### src/rtl/core/qdcr_pkg.sv
// ----------------------------------------------------------------------------
// qdcr_pkg
// Shared types and codes of the quantized dense layer with clipped relu.
// ----------------------------------------------------------------------------
package qdcr_pkg;

  // item action codes
  localparam logic [1:0] ACT_WEIGHT = 2'd0;
  localparam logic [1:0] ACT_BIAS   = 2'd1;
  localparam logic [1:0] ACT_VECTOR = 2'd2;

  // configuration register indexes
  localparam logic [1:0] CFG_INPUTS  = 2'd0;
  localparam logic [1:0] CFG_OUTPUTS = 2'd1;
  localparam logic [1:0] CFG_DIVISOR = 2'd2;

  // clip ceiling of the result
  localparam logic [6:0] CLIP_MAX = 7'd127;

  // store writes routed to one neuron cell
  typedef struct packed {
    logic               wr_weight;
    logic               wr_bias;
    logic [8:0]         col;
    logic signed [7:0]  weight;
    logic signed [31:0] bias;
  } load_t;

  // activation handed from cell to cell
  typedef struct packed {
    logic               valid;
    logic signed [15:0] act;
  } flow_t;

  // result tag carried through the divider
  typedef struct packed {
    logic       last;
    logic [4:0] index;
  } tag_t;

endpackage

### src/rtl/core/qdcr_cell.sv
// ----------------------------------------------------------------------------
// qdcr_cell
// One neuron: weight row, bias, multiply-accumulate and drain shift stage.
// ----------------------------------------------------------------------------
module qdcr_cell #(
  parameter int unsigned DEPTH  = 512,
  parameter int unsigned ADDR_W = 9
) (
  input  logic                clk,
  input  logic                rst,
  input  qdcr_pkg::load_t     load,
  input  logic                clear,
  input  logic                shift,
  input  qdcr_pkg::flow_t     flow_in,
  input  logic [ADDR_W-1:0]   idx_in,
  input  logic [31:0]         acc_in,
  output qdcr_pkg::flow_t     flow_out,
  output logic [ADDR_W-1:0]   idx_out,
  output logic [31:0]         acc_out
);
  import qdcr_pkg::*;

  logic signed [7:0]  wmem [0:DEPTH-1];
  logic signed [7:0]  w_q;
  logic signed [31:0] bias;
  flow_t              stage_a;
  logic [ADDR_W-1:0]  idx_a;
  logic signed [23:0] prod;
  logic               prod_valid;
  logic [31:0]        acc;

  // weight row store
  always_ff @(posedge clk) begin
    if (load.wr_weight) begin
      wmem[ADDR_W'(load.col)] <= load.weight;
    end
    w_q <= wmem[idx_in];
  end

  // bias register
  always_ff @(posedge clk) begin
    if (load.wr_bias) begin
      bias <= load.bias;
    end
  end

  // hand activation on to the neighbour
  always_ff @(posedge clk) begin
    if (rst) begin
      stage_a.valid <= 1'b0;
    end else begin
      stage_a.valid <= flow_in.valid;
    end
    stage_a.act <= flow_in.act;
    idx_a       <= idx_in;
  end

  // product stage
  always_ff @(posedge clk) begin
    if (rst) begin
      prod_valid <= 1'b0;
    end else begin
      prod_valid <= stage_a.valid;
    end
    prod <= 24'(stage_a.act * w_q);
  end

  // accumulator: bias load, drain shift or accumulate
  always_ff @(posedge clk) begin
    if (clear) begin
      acc <= bias;
    end else if (shift) begin
      acc <= acc_in;
    end else if (prod_valid) begin
      acc <= acc + {{8{prod[23]}}, prod};
    end
  end

  assign flow_out = stage_a;
  assign idx_out  = idx_a;
  assign acc_out  = acc;

endmodule

### config.mk
export PLATFORM = sky130hd
export DESIGN_NAME = qdcr_cell
export DESIGN_NICKNAME = d
export VERILOG_FILES = /design/src/rtl/core/qdcr_pkg.sv /design/src/rtl/core/qdcr_cell.sv
export SDC_FILE = /design/constraint.sdc
export NUM_CORES = 2
export LEC_CHECK = 0
export BUFFER_PORTS_ARGS = -buffer_cell sky130_fd_sc_hd__buf_4
export CAP_MARGIN = 15
export CORE_MARGIN = 2
export CORE_UTILIZATION = 45
export DETAILED_ROUTE_END_ITERATION = 8
export GPL_TIMING_DRIVEN = 1
export PLACE_DENSITY = 0.7
export SLEW_MARGIN = 20
export SYNTH_ARGS = -nofsm -noshare
export SYNTH_HDL_FRONTEND = slang
export SYNTH_SLANG_ARGS = --single-unit
export TNS_END_PERCENT = 50
### constraint.sdc
create_clock -name clk -period 4.9 [get_ports clk]
set_input_delay 0.49 -clock clk [delete_from_list [all_inputs] [get_ports clk]]
set_output_delay 0.49 -clock clk [all_outputs]
set_load 0.01 [all_outputs]
**Yosys cells after proc, flatten, opt, wreduce, memory -nomap -nowiden**

Memory sizes are Yosys's and may differ from the RTL's. A register that Yosys moved wholly into a read port is not among the register bits.
Index checks and enable logic that the tools add are counted.

- Bits in read-only memories: 0
- Memory bits (writable): 4096
- Input bits: 113
- Word-level logic and storage cells: 16
- Latch bits: 0
- Output and inout bits: 58
- Bits in registers: 115
- Memories: 1

- $mul: 1
- Bitwise operators: 0
- Div/mod/pow operators: 0
- Shift-type cells: 0
- Add/subtract/negate cells: 1
- Magnitude comparators: 0
- Muxes and demuxes: 5
- Equality and inequality tests: 0
- Reduce and logical (&&, ||, !) cells: 1

Memory list:

| name | words | bits a word | rd ports | clocked after Yosys merged registers in | wr ports | RTL line | RTL |
|---|---|---|---|---|---|---|---|
| wmem | 512 | 8 | 1 | 1 | 1 | qdcr_cell.sv:23 | `logic signed [7:0] wmem [0:DEPTH-1];` |

Operators by type and width:

| operator | count |
|---|---|
| 2-to-1 mux 32 bit | 3 |
| adder 32 bit | 1 |
| multiplier 16 x 8 -> 24 bit | 1 |
| nonzero test 3 bit | 1 |
| 2-to-1 mux 1 bit | 2 |

**Logic depth before layout (Yosys ltp)**

- Depth in word-level cells: 4
- Gate-level depth with buffers: 20
- Mapped depth without buffers: 19

**Worst setup path before layout**

OpenSTA, ideal clock, no wires.

- Path kind: reg2reg
- Start: register w_q[2] (read register of wmem)
- End: register prod[23]
- Period minus slack after synthesis: 4452 ps
- Buffers on the path: 1
- Slack: 448 ps
- Setup time: 72 ps
- Data arrival time: 4380 ps
- Stages on the path, launching flop included: 19
- Cells stage by stage: dfxtp_1 > clkbuf_1 > nand2_1 > fa_1 > inv_1 > fa_1 > fa_1 > inv_1 > fa_1 > inv_1 > ha_1 > a21o_1 > a21oi_1 > nand2_1 > o31a_1 > nand4_1 > nand4b_1 > a21oi_1 > xnor2_1

- Longest elaborated chain between the ends: 1

Ends and longest elaborated chain:

| item | RTL line | RTL |
|---|---|---|
| from (decl) | qdcr_cell.sv:24 | `logic signed [7:0] w_q;` |
| multiplier 16 x 8 -> 24 bit | qdcr_cell.sv:65 | `prod <= 24'(stage_a.act * w_q);` |
| to (signal assigned) | qdcr_cell.sv:65 |  |
| to (decl) | qdcr_cell.sv:28 | `logic signed [23:0] prod;` |

No other way between the ends.
A chain may end at the register's enable or synchronous reset.

**Worst setup path after layout**

- Start: register w_q[4] (read register of wmem)
- End: register prod[23]

Same word-level chain as after synthesis.

==> impl_metrics.py <==
metrics = {
    "timing": {
        "slew_viol_final": 0,
        "holdWs_ns": 0.0277,
        "relSlewSlack_pct": 19.4,
        "min_period_ns": 4.67,
        "timing.fmax_ghz": 0.214,
        "finalWorstSetupSlack_ns": 0.225,
        "finalSetupViolations": 0,
        "finalCritPeriodShare_pct": 95.4,
        "worst_slew_pin_slew_ns": 1.21,
        "report.final.hold_viol_count": 0,
        "skew_ns": 0.0944,
    },
    "grt": {
        "grt_start_max_net_pins": 165,
        "antenna_found_initial": 18,
        "overflow": 0,
        "grt_use_total_pct": 21.0,
        "grt_pass1_vias": 81646,
        "grt_pass1_wl_um": 584000,
    },
    "placement": {
        "place_area_um2": 176000,
        "port_buffers": 170,
        "pre_cts_slack_ns": -0.126,
        "gp_congestion": 0.867,
        "dpl.hpwl_um": 244000,
    },
    "clock_tree": {
        "htree_levels": 5,
        "path_clk_slew_ns": 0.06,
        "cts_tree": "yes",
        "clk_path_buf_depth": 4,
        "numCtsBuffers": 416,
        "clock_sinks": 4219,
        "cts-root-buf": "clkbuf_16",
        "post_cts_buffers": 0,
        "insertion_delay_ns": 1.01,
    },
    "worst_setup_path": {
        "cpLargestDelayFamily": "adder cells",
        "crit_chain": "buf_4, and2_1, fa_1, fa_1, fa_1, inv_1, fa_1, inv_1, ha_1, o41ai_1, a211oi_2, o31a_1, nand4_1, nand4b_1, a21oi_1, xnor2_1",
        "crit_buf_inv": 3,
        "path_class": "register to register",
        "crit_required_ns": 5.76,
        "worstReg2RegEnd": "prod[23]",
        "crit_path_start_kind": "register",
        "cpPeakStageDelay_ns": 0.57,
        "endpoint_kind": "register",
        "arrival_ns": 5.54,
        "r2r_start": "w_q[4]",
        "cp_common_cell": "fa_1",
        "r2r_slack_ns": 0.23,
        "critPathSlowestCell": "o41ai_1",
        "reg2reg_depth": 16,
        "crit_fanout": 10,
    },
    "power_and_ir_drop": {
        "ir_worst_vdd_mv": 0.376,
        "p_total_mw": 82.5,
        "leakagePower_nw": 59.9,
        "p_per_area_nw_per_um2": 432,
    },
    "hold_path": {
        "holdPathStages": 1,
        "min_path_type": "primary input to register",
        "hold_start": "load[38]",
        "hold_path_end": "wmem[271][6]",
    },
    "layout": {
        "multi_input_area_um2": 39200,
        "n_fill_cell": 28172,
        "final_area_um2": 191000,
        "synthToLayoutAreaGrowth_pct": 13.9,
        "drive_gt1_share_pct": 28.3,
        "register_area_um2": 126000,
        "nNetsFinal": 8337,
    },
    "synth": {
        "netlist_area_um2": 168000,
        "ys_seq_area_share_pct": 75.2,
        "ys_seq_elements": 4219,
        "avgSynthCellArea_um2": 22.2,
        "synth_edf_count": 4160,
        "yosysUniqueCellTypes": 65,
        "synth_ff_type": "edfxtp_1",
        "netlist_instances": 7545,
        "synthArstFlopShare_pct": 0,
        "synth_fp_nets": 7838,
        "yosys_warnings": 0,
    },
    "routing": {
        "dr_total_vias": 80067,
        "drc_errors": 0,
        "vias_per_cell": 5.99,
        "drt_iter0_drc": 10170,
        "dr.pass1.iters": 7,
        "ant_nets": 0,
        "detail_route.wl_per_cell_um": 30.0,
        "totalWireLength_um": 402000,
    },
    "run": {
        "drv_cap": 0,
    },
    "die": {
        "start_util_pct": 45.1,
        "die_w_um": 614,
        "core_um2": 372000,
        "fp.dieH_um": 614,
        "dieArea_um2": 378000,
        "boundaryPins": 171,
        "rows": 224,
    },
    "run_status": {
        "status": "completed",
    },
}
[metal layers]
layer	part of all wire, %	wire length (um)	global-route usage, %	vias up
met2	51	207000	36.2	3952
met5	0.010	41	0	-
met3	7.8	31500	3.07	659
li1	-	-	-	32502
met1	38	151000	27.7	42948
met4	3.2	12900	6.48	6
[placed cells by master, fill, tap and decap left out, drive strengths merged, types with 9 or more instances in the layout]
| cell type | instances |
|---|---|
| mux2 | 10 |
| clkbuf | 497 |
| nand2b | 14 |
| clkinvlp | 16 |
| nor2b | 20 |
| o21ai | 56 |
| edfxtp | 4160 |
| o21a | 23 |
| nor3 | 18 |
| a21oi | 61 |
| a221oi | 9 |
| nor2 | 569 |
| mux4 | 1309 |
| o211ai | 14 |
| xnor2 | 33 |
| a22oi | 41 |
| nand3 | 28 |
| and3 | 11 |
| o22ai | 11 |
| buf | 411 |
| a211oi | 11 |
| inv | 167 |
| and2 | 97 |
| bufinv | 55 |
| dfxtp | 59 |
| mux2i | 19 |
| fa | 104 |
| a21o | 18 |
| nand2 | 125 |
| ha | 76 |
| xor2 | 15 |
| dlygate4sd3 | 89 |
| clkinv | 185 |
[per-stage QoR]
step	TNS [ns]	util [%]	cells
after CTS	0	51.4	13372
after detailed placement	-0.256	47.4	12509
after global routing	-0.0261	51.4	13375
after global placement	-0.137	47.4	12509
final	0	51.4	13377
after floorplan	0	-	7545
[synthesized netlist by cell type, drive strengths merged, types with 4 or more instances]
| library cell | n | area (um^2) |
|---|---|---|
| a31oi | 4 | 25.0 |
| mux2i | 19 | 190 |
| mux4 | 1309 | 29500 |
| fa | 104 | 2080 |
| nand2 | 125 | 469 |
| and3 | 11 | 68.8 |
| o211ai | 14 | 105 |
| dfxtp | 59 | 1180 |
| nor2b | 20 | 125 |
| nand3 | 28 | 140 |
| nand2b | 14 | 87.6 |
| nor2 | 569 | 2140 |
| a221oi | 9 | 85.1 |
| o22ai | 11 | 68.8 |
| nor4 | 5 | 31.3 |
| a21oi | 61 | 305 |
| o2111ai | 5 | 43.8 |
| clkbuf | 205 | 769 |
| a2111oi | 6 | 52.6 |
| and2 | 97 | 607 |
| xor2 | 15 | 131 |
| mux2 | 10 | 113 |
| o21a | 23 | 173 |
| a21o | 18 | 135 |
| inv | 146 | 548 |
| xnor2 | 33 | 289 |
| buf | 214 | 1220 |
| edfxtp | 4160 | 125000 |
| a211oi | 11 | 82.6 |
| nor3 | 18 | 90.1 |
| a22oi | 41 | 308 |
| nor3b | 6 | 45.0 |
| o21ai | 56 | 280 |
| ha | 76 | 951 |
[sequential cells by signal, summed over array words and instances (netlist names)]
signal      count
acc_out        32
w_q             8
prod_valid      1
flow_out       17
prod           24
wmem         4096
bias           32
idx_out         9
[cell type report]
type / instances / area share, %
diodes: 5 / 0.00655
clock buffers: 497 / 5.67
clock inverters: 277 / 1.56
inverters: 146 / 0.288
multi-input cells: 2761 / 20.6
flip-flops and latches: 4219 / 66.1
well taps: 4972 / 3.26
repair buffers: 500 / 2.61
[timing repair]
item / 4_1_cts / 5_1_grt
endpoints found under the setup margin: 3 / 6
hold buffers: 89 / 0
endpoints found under the hold margin: 174 / 0
gates resized for setup: 2 / 12
[logic make-up after synthesis]
family	Yosys count	synth area share, %
AO/OA/AOI/OAI	283	1.12
XOR/XNOR	48	0.251
adder cells (fa/ha/maj)	180	1.81
buffers and inverters	565	1.51
flip-flops	4219	75.2
multiplexers	1338	17.8
AND/OR/NAND/NOR	912	2.35
[how the worst max path moves through the flow]
stage / startpoint / slack (ns) / end / depth (start not counted)
floorplan: w_q[2] / 0.45 / prod[23] / 18
global placement: w_q[2] / -0.06 / prod[18] / 17
detailed placement: w_q[2] / -0.13 / prod[22] / 17
CTS: flow_out[5] / 0.04 / prod[22] / 17
global route: w_q[4] / -0.02 / prod[23] / 18
finish: w_q[4] / 0.23 / prod[23] / 16
[power breakdown]
group,switching [mW],leakage [nW],internal (mW),total (mW)
clock network,13.6,6.74,18.7,32.3
registers,0.219,37.9,40.0,40.2
logic,5.72,15.3,4.25,9.96
[worst reg2reg max path, delay by kind of cell, from the launching register on]
family / cells / cell delay [ns]
compound gates: 4 / 1.23
buf+inv: 3 / 0.32
simple gates: 3 / 0.35
fa+ha+maj: 5 / 2.11
flops: 1 / 0.47
xor+xnor: 1 / 0.13
Power figures use the tool's default switching activity.
