--- src/rtl/core/qdcr_pkg.sv ---
// ----------------------------------------------------------------------------
// qdcr_pkg
// Shared types and codes of the quantized dense layer with clipped relu.
// ----------------------------------------------------------------------------
package qdcr_pkg;

  // item action codes
  localparam logic [1:0] ACT_WEIGHT = 2'd0;
  localparam logic [1:0] ACT_BIAS   = 2'd1;
  localparam logic [1:0] ACT_VECTOR = 2'd2;

  // configuration register indexes
  localparam logic [1:0] CFG_INPUTS  = 2'd0;
  localparam logic [1:0] CFG_OUTPUTS = 2'd1;
  localparam logic [1:0] CFG_DIVISOR = 2'd2;

  // clip ceiling of the result
  localparam logic [6:0] CLIP_MAX = 7'd127;

  // store writes routed to one neuron cell
  typedef struct packed {
    logic               wr_weight;
    logic               wr_bias;
    logic [8:0]         col;
    logic signed [7:0]  weight;
    logic signed [31:0] bias;
  } load_t;

  // activation handed from cell to cell
  typedef struct packed {
    logic               valid;
    logic signed [15:0] act;
  } flow_t;

  // result tag carried through the divider
  typedef struct packed {
    logic       last;
    logic [4:0] index;
  } tag_t;

endpackage

--- src/rtl/core/qdcr_div.sv ---
// ----------------------------------------------------------------------------
// qdcr_div
// Sequential divide of a neuron sum with clip to 0..127, one bit per cycle.
// ----------------------------------------------------------------------------
module qdcr_div (
  input  logic                clk,
  input  logic                rst,
  input  logic                start,
  input  logic signed [31:0]  sum,
  input  logic [15:0]         divisor,
  input  qdcr_pkg::tag_t      tag_in,
  input  logic                take,
  output logic                ready,
  output logic                res_valid,
  output logic [6:0]          res_value,
  output qdcr_pkg::tag_t      res_tag
);
  import qdcr_pkg::*;

  logic        busy;
  logic [2:0]  steps;
  logic [22:0] rem;
  logic [22:0] dv;
  logic [6:0]  quo;
  logic [31:0] limit;
  logic        rem_ge;

  assign limit  = {9'd0, divisor, 7'd0};
  assign rem_ge = (rem >= dv);
  assign ready  = !busy && !res_valid;

  // control
  always_ff @(posedge clk) begin
    if (rst) begin
      busy      <= 1'b0;
      res_valid <= 1'b0;
      steps     <= 3'd0;
    end else if (start) begin
      if (sum[31] || ({1'b0, sum[30:0]} >= limit)) begin
        res_valid <= 1'b1;
      end else begin
        busy  <= 1'b1;
        steps <= 3'd6;
      end
    end else if (busy) begin
      steps <= steps - 3'd1;
      if (steps == 3'd0) begin
        busy      <= 1'b0;
        res_valid <= 1'b1;
      end
    end else if (take) begin
      res_valid <= 1'b0;
    end
  end

  // datapath: restoring division over seven quotient bits
  always_ff @(posedge clk) begin
    if (start) begin
      res_tag <= tag_in;
      rem     <= sum[22:0];
      dv      <= {1'b0, divisor, 6'd0};
      if (sum[31]) begin
        res_value <= 7'd0;
      end else begin
        res_value <= CLIP_MAX;
      end
      quo <= 7'd0;
    end else if (busy) begin
      dv <= dv >> 1;
      if (rem_ge) begin
        rem <= rem - dv;
      end
      quo <= {quo[5:0], rem_ge};
      if (steps == 3'd0) begin
        res_value <= {quo[5:0], rem_ge};
      end
    end
  end

endmodule

--- config.mk ---
export PLATFORM = sky130hd
export DESIGN_NAME = qdcr_div
export DESIGN_NICKNAME = d
export VERILOG_FILES = /design/src/rtl/core/qdcr_pkg.sv /design/src/rtl/core/qdcr_div.sv
export SDC_FILE = /design/constraint.sdc
export NUM_CORES = 1
export LEC_CHECK = 0
export BUFFER_PORTS_ARGS = -buffer_cell sky130_fd_sc_hd__buf_2
export CORE_ASPECT_RATIO = 2
export CORE_MARGIN = 4
export CORE_UTILIZATION = 55
export CTS_BUF_LIST = sky130_fd_sc_hd__clkbuf_8
export CTS_CLUSTER_DIAMETER = 200
export DETAILED_ROUTE_END_ITERATION = 10
export GPL_TIMING_DRIVEN = 1
export HOLD_SLACK_MARGIN = 0.15
export PLACE_DENSITY_LB_ADDON = 0.3
export SYNTH_ARGS = -nofsm -noshare
export SYNTH_HDL_FRONTEND = slang
export SYNTH_SLANG_ARGS = --single-unit
--- constraint.sdc ---
create_clock -name clk -period 7.35 [get_ports clk]
set_input_delay 0.735 -clock clk [delete_from_list [all_inputs] [get_ports clk]]
set_output_delay 0.735 -clock clk [all_outputs]
set_load 0.01 [all_outputs]
### Word level (Yosys, flattened, before mapping)

Cells that the tools add are included.

* output and inout port bits: 15
* bits in registers: 69
* input port bits: 58

* magnitude comparators: 2
* muxes and demuxes: 21
* equality and inequality tests: 3
* $add $sub $neg: 2
* reductions and logical operators: 13

Operators with widths (number)
* 23-bit two-way mux: 3
* 22-bit two-way mux: 2
* 31-bit by 23-bit >= comparator with 1-bit output: 1
* 7-bit two-way mux: 4
* 23-bit by 22-bit >= comparator with 1-bit output: 1
* 23-bit by 22-bit subtractor with 23-bit output: 1
* 1-bit two-way mux: 9
* 3-bit two-way mux: 3
* 2-bit AND reduction: 3
* 2-bit nonzero test: 3
* 3-bit logical NOT: 1
* 3-bit by 2-bit != test with 1-bit output, second input constant: 1
* 3-bit AND reduction: 1
* 3-bit nonzero test: 1
* 3-bit by 1-bit subtractor with 3-bit output, second input constant: 1
* 1-bit logical NOT: 2
* 2-bit by 1-bit != test with 1-bit output, second input constant: 1
* 2-bit != test, second input constant: 1
* 1-bit logical AND: 1
* 1-bit logical OR: 1

### Depth between registers and ports, before layout

Gate-level depths: netlist (run 1).

* depth after elaboration: 4
* gate-level depth with buffers: 9
* gate-level depth less buffers: 9

### Least setup slack after synthesis (run 1)

OpenSTA, ideal clock, no wires.

* kind: reg-to-reg
* start point: register rem[17]
* end point: register rem[0] (enable)
* library setup time: 409 ps
* arrival: 3046 ps
* setup slack: 3895 ps
* cell stages (with the launch flop): 8
* buffers on the path: 0
* cell sequence: edfxtp_1 -> ha_1 -> nand4_2 -> or4_1 -> or3_1 -> o211ai_2 -> a21oi_2 -> a21boi_1

* longest elaborated chain between the ends: 3

Ends and longest elaborated chain
* start: declaration: line qdcr_div.sv:22 `logic [22:0] rem;`
* start signal: assignment: line qdcr_div.sv:60 `rem <= sum[22:0];`
* start signal: assignment: line qdcr_div.sv:71 `rem <= rem - dv;`
* 23-bit by 22-bit >= comparator with 1-bit output: line qdcr_div.sv:29 `assign rem_ge = (rem >= dv);`
* 2-bit nonzero test (no source line)
* 2-bit AND reduction (no source line)

No other way between the ends.
A chain may end at the register's enable or synchronous reset.

### Worst setup path after layout (run 1)

* start point: register dv[14]
* end point: register rem[2] (enable)

* longest elaborated chain between the ends: 3

Ends and longest elaborated chain
* start: declaration: line qdcr_div.sv:23 `logic [22:0] dv;`
* start signal: assignment: line qdcr_div.sv:61 `dv <= {1'b0, divisor, 6'd0};`
* start signal: assignment: line qdcr_div.sv:69 `dv <= dv >> 1;`
* 23-bit by 22-bit >= comparator with 1-bit output: line qdcr_div.sv:29
* 2-bit nonzero test (no source line)
* 2-bit AND reduction (no source line)

No other way between the ends.

==> flow_summary.json, run 1 <==
{
  "outcome": "finished clean",
  "antenna_found_initial": 0,
  "fin_nets": 655,
  "wl_per_cell_um": 17.6,
  "finalSetupViolations": 0,
  "drive_above_1_share_pct": 18.9,
  "drcViolationCount": 0,
  "place_area_sq_um": 4940,
  "grt_util_all_layers_pct": 24.5,
  "final_cell_mix": "buf_2, nand2_1, edfxtp_1, inv_1, o21ai_0",
  "synthToLayoutAreaGrowth_pct": 13.0,
  "fp-row-count": 46,
  "post-dp-hpwl_mm": 9.18,
  "path_clk_slew_ns": 0.08,
  "grt_pass1_wl_mm": 18.5,
  "layout_commonest_cell": "buf_2",
  "timing.hold.ws_ns": 0.474,
  "stdcell_area_sq_um": 5130,
  "dr_total_vias": 3866,
  "fmax_mhz": 335,
  "ant_nets": 0,
  "gr-total-overflow": 0,
  "grt_max_degree": 92,
  "required_ns": 7.36,
  "insertion_delay_ns": 0.35,
  "post_cts_buffers": 0,
  "clock_path_buffers": 2,
  "synth_top_cell_by_area": "edfxtp_1",
  "synth_top_area_share_pct": 34.4,
  "ctsHoldBuffers": 0,
  "hp-class": "reg2reg",
  "start_kind": "flop",
  "crit_type": "reg2reg",
  "synthCells": 486,
  "post_cts_resize_count": 0,
  "synth_nets": 585,
  "drv_cap": 0,
  "die_y_um": 137,
  "dieArea_sq_um": 9870,
  "n_fill_cell": 683,
  "slew_headroom_pct": 45.0,
  "numCtsBuffers": 9,
  "port_buffers": 72,
  "synthFlopType": "edfxtp_1",
  "maxSlewViolCount": 0,
  "critPathSlowestCell": "or4_1",
  "syn_area_sq_um": 4550,
  "synth-edff-count": 52,
  "dieWidth_um": 72.3,
  "multi_input_area_sq_um": 2340,
  "rsz0062_at_grt": "no",
  "cts_tree": "done",
  "synth_cell_types": 63,
  "clock_sinks": 69,
  "wl_mm": 11.6,
  "period_minus_slack_ns": 2.98,
  "netlist_top_cells_area": "edfxtp_1, ha_1, dfxtp_1",
  "finClkSkew_ns": 0.0107,
  "initial_core_util_pct": 56.8,
  "ys_ff_latch": 69,
  "drtIter0Drc": 244,
  "dp.cells": 641,
  "leakage_nw": 2.16,
  "vias_per_cell": 5.88,
  "cts_root_buffer": "clkbuf_8",
  "post-route-util_pct": 64.2,
  "cpPeakStageDelay_ns": 0.52,
  "cp-end-kind": "flop",
  "tightest_slew_ns": 0.824,
  "cts-htree-levels": 3,
  "first_pass_iters": 4,
  "cp_cell_sequence": "inv_1 -> ha_1 -> nand4_2 -> or4_1 -> or3_1 -> o211ai_2 -> a21oi_2 -> a21boi_2 -> buf_4",
  "power.density_nw_per_um2": 219,
  "path_max_fanout": 23,
  "gp_congestion": 0.926,
  "tns_ns": 0,
  "diodes": 0,
  "seqCellArea_sq_um": 1900,
  "fin_cells": 657,
  "post-route-period-util_pct": 40.6,
  "grt_pass1_vias": 4003,
  "synthArstFlopShare_pct": 0,
  "yosysSeqAreaShare_pct": 41.8,
  "syn_avg_cell_area_sq_um": 9.35,
  "ir_drop_mv": 0.125,
  "hold_viol_final": 0,
  "core_sq_um": 8000,
  "io_pins": 73,
  "yosysWarnings": 0,
  "cp.arrival_ns": 3.00
}
-- critical path, delay by kind of cell (launching register included) --
kind,cells,cell delay (ns)
compound gates,3,0.34
fa+ha+maj,1,0.47
buf+inv,2,0.39
flops,1,0.37
simple gates,3,1.07
-- synthesized netlist by cell type, types with 3 or more instances --
cell type	n
dfxtp_1	17
nand4_1	7
o22ai_1	7
nand2_1	62
o21bai_1	3
clkbuf_8	4
inv_1	49
ha_1	40
edfxtp_1	52
nor3_1	4
nor2_1	33
a31oi_1	4
nand3_1	10
mux2i_1	12
a21oi_1	30
xor2_1	5
a21o_1	7
nor4_1	6
o21a_1	9
o21ai_0	45
a211oi_1	5
clkbuf_1	8
xnor2_1	10
o211ai_1	3
-- worst paths after layout --
check | cells after the start | startpoint | slack [ns] | endpoint
setup / recovery | 9 | dv[14] | 4.37 | rem[2]
hold / removal | 2 | steps[2] | 0.47 | steps[2]
setup reg to reg | 9 | dv[14] | 4.37 | rem[2]
hold reg to reg | 2 | steps[2] | 0.47 | steps[2]
-- cells by family after synthesis --
group	Yosys count	share of synthesized area [%]
buffers and inverters	66	6.66
AND/OR/NAND/NOR	145	15.1
AO/OA/AOI/OAI	137	19.2
adder cells (fa/ha/maj)	41	11.5
flip-flops	69	41.8
multiplexers	13	2.89
XOR/XNOR	15	2.89
-- flip-flops by register name, indices dropped and copies added, names as in the netlist --
register   count
busy           1
rem           23
res_valid      1
res_tag        6
steps          3
res_value      7
quo            6
dv            22
-- layout make-up --
type                       instances  share of cell area (%)
sequential                        69                    37.0
clock buffer                       9                    2.41
inverter                          50                    3.65
tap                               96                    2.34
timing repair buffer              75                    7.46
multi-input combinational        351                    45.7
clock inverter                     7                    1.44
-- where the power goes --
part	internal (mW)	switching, mW
logic	0.134	0.207
registers	0.462	0.0110
clock network	0.158	0.152
total	0.754	0.370
-- layer usage --
metal  GRT usage [%]  vias to the layer above  wire [um]  share of wire [%]
li1                -                     1902          -                  -
met1            24.9                     1784       4130                 36
met2            46.0                      139       6220                 54
met3            3.09                       41        504                4.3
met4            14.5                        0        742                6.4
met5               0                        -          0                  0
-- stage by stage --
stage	power, mW	worst slack, ns
6_report	1.12	4.37
5_1_grt	1.19	4.24
4_1_cts	1.13	4.35
3_5_place_dp	0.818	4.41
3_3_place_gp	0.810	4.46
2_1_floorplan	0.724	3.90
Power figures use the tool's default switching activity.
==> run 2, diff against run 1 <==
- clock period: 7.35 -> 3.05 ns (I/O delays scaled with it)
==> run 2 against run 1 <==
  * Wire length increased by 3.3%
  * Global-route usage increased by 0.58 points
  * Maximum frequency grew 5.6%
  * Sequential cell count unchanged
  * Count of clock-buffer cells in the layout did not move
  * Via count is 2.3% higher
  * Register-to-register slack worse by 4.1 ns
  * First-iteration DRC count rose by 14%
==> flow_summary.json, run 2 (synthesized netlist as in run 1, its figures left out) <==
{
  "start_kind": "flop",
  "grt_pass1_wl_mm": 18.8,
  "post_cts_buffers": 0,
  "ir_drop_mv": 0.348,
  "cts_root_buffer": "clkbuf_8",
  "rr_worst_depth": 8,
  "path_clk_slew_ns": 0.07,
  "post-route-period-util_pct": 92.6,
  "io_pins": 73,
  "fp-row-count": 46,
  "drv_cap": 0,
  "multi_input_area_sq_um": 2340,
  "post-dp-hpwl_mm": 9.19,
  "r2r_end": "rem[6]",
  "leakage_nw": 2.23,
  "hp-class": "in2reg",
  "largest_reg_flops": 23,
  "fmax_mhz": 354,
  "required_ns": 3.12,
  "post-route-util_pct": 65.8,
  "vias_per_cell": 5.92,
  "cp_num_cells": 8,
  "seqCellArea_sq_um": 1900,
  "timing.hold.ws_ns": 0.204,
  "hold_viol_final": 0,
  "rsz0062_at_grt": "no",
  "reg_top3": "rem x23, dv x22, res_value x7",
  "die_y_um": 137,
  "crit_type": "reg2reg",
  "ant_nets": 0,
  "grt_max_degree": 62,
  "tightest_slew_ns": 0.596,
  "n_fill_cell": 667,
  "drive_above_1_share_pct": 19.4,
  "clock_path_buffers": 2,
  "grt_pass1_vias": 4053,
  "cpPeakStageDelay_ns": 0.57,
  "finClkSkew_ns": 0.0120,
  "numCtsBuffers": 9,
  "drtIter0Drc": 278,
  "cp.arrival_ns": 2.89,
  "path_delay_family": "simple AND/OR/NAND/NOR gates",
  "crit_end": "rem[6]",
  "cts-htree-levels": 3,
  "dieArea_sq_um": 9870,
  "cp.buffers_inverters": 1,
  "stdcell_area_sq_um": 5260,
  "wl_mm": 12.0,
  "cts_tree": "done",
  "drcViolationCount": 0,
  "period_minus_slack_ns": 2.83,
  "final_cell_mix": "buf_2, nand2_1, edfxtp_1, inv_1, o21ai_0",
  "slew_headroom_pct": 60.2,
  "cp-end-kind": "flop",
  "initial_core_util_pct": 56.8,
  "top_register": "rem",
  "outcome": "finished clean",
  "fin_nets": 666,
  "dr_total_vias": 3953,
  "crit_start": "rem[15]",
  "core_sq_um": 8000,
  "port_buffers": 72,
  "diodes": 0,
  "maxSlewViolCount": 0,
  "critPathSlowestCell": "or4_1",
  "finalSetupViolations": 0,
  "reg2reg_slack_ns": 0.22,
  "clock_sinks": 69,
  "tns_ns": 0,
  "gp_congestion": 0.928,
  "insertion_delay_ns": 0.37,
  "cp_cell_sequence": "ha_1 -> nand4_2 -> or4_1 -> or3_1 -> o211ai_2 -> a21oi_2 -> a21boi_2 -> buf_12",
  "path_max_fanout": 23,
  "layout_commonest_cell": "buf_2",
  "gr-total-overflow": 0,
  "dp.cells": 646,
  "fin_cells": 668,
  "r2r-start": "rem[15]",
  "place_area_sq_um": 4990,
  "dieWidth_um": 72.3,
  "antenna_found_initial": 0,
  "wl_per_cell_um": 17.9,
  "synthToLayoutAreaGrowth_pct": 15.8,
  "first_pass_iters": 4,
  "grt_util_all_layers_pct": 25.1,
  "power.density_nw_per_um2": 535
}
run 2: cell type report:
cell class | count | share of cell area, %
Inverter | 50 | 3.57
Tap cell | 96 | 2.28
Clock inverter | 7 | 1.76
Timing Repair Buffer | 86 | 9.37
Sequential cell | 69 | 36.1
Clock buffer | 9 | 2.35
Multi-Input combinational cell | 351 | 44.5
run 2: power by group:
group	internal, mW	leakage, nW	switching [mW]
Sequential	1.11	0.650	0.0277
Combinational	0.344	1.47	0.501
Clock	0.457	0.107	0.374
Total	1.91	2.23	0.903
run 2: timing repair:
item,in CTS,in global routing
hold buffers,6,0
endpoints found under the setup margin,0,0
resized for setup,0,0
hold endpoints to repair,6,0
run 2: per-stage QoR:
step | setup WS [ns] | total power, mW
finish | 0.225 | 2.82
global route | 0.108 | 2.95
CTS | 0.251 | 2.81
detailed placement | 0.269 | 1.98
global placement | 0.306 | 1.96
floorplan | 0.0820 | 1.75
run 2: metal layers:
metal  GRT usage, %  part of all wire, %  up-vias
met4           15.6                  5.5        0
met2           45.6                   52      142
li1               -                    -     1930
met3           5.66                  5.5       52
met5              0                    0        -
met1           25.0                   37     1829
run 2: how the worst min path moves through the flow:
stage / endpoint / slack, ns / depth (start not counted) / startpoint
4_1_cts: busy / 0.19 / 2 / rst
2_1_floorplan: res_tag[0] / 0.40 / 0 / tag_in[0]
5_1_grt: busy / 0.21 / 2 / rst
3_5_place_dp: steps[2] / 0.47 / 2 / steps[2]
6_report: busy / 0.20 / 2 / rst
3_3_place_gp: steps[1] / 0.45 / 2 / steps[1]
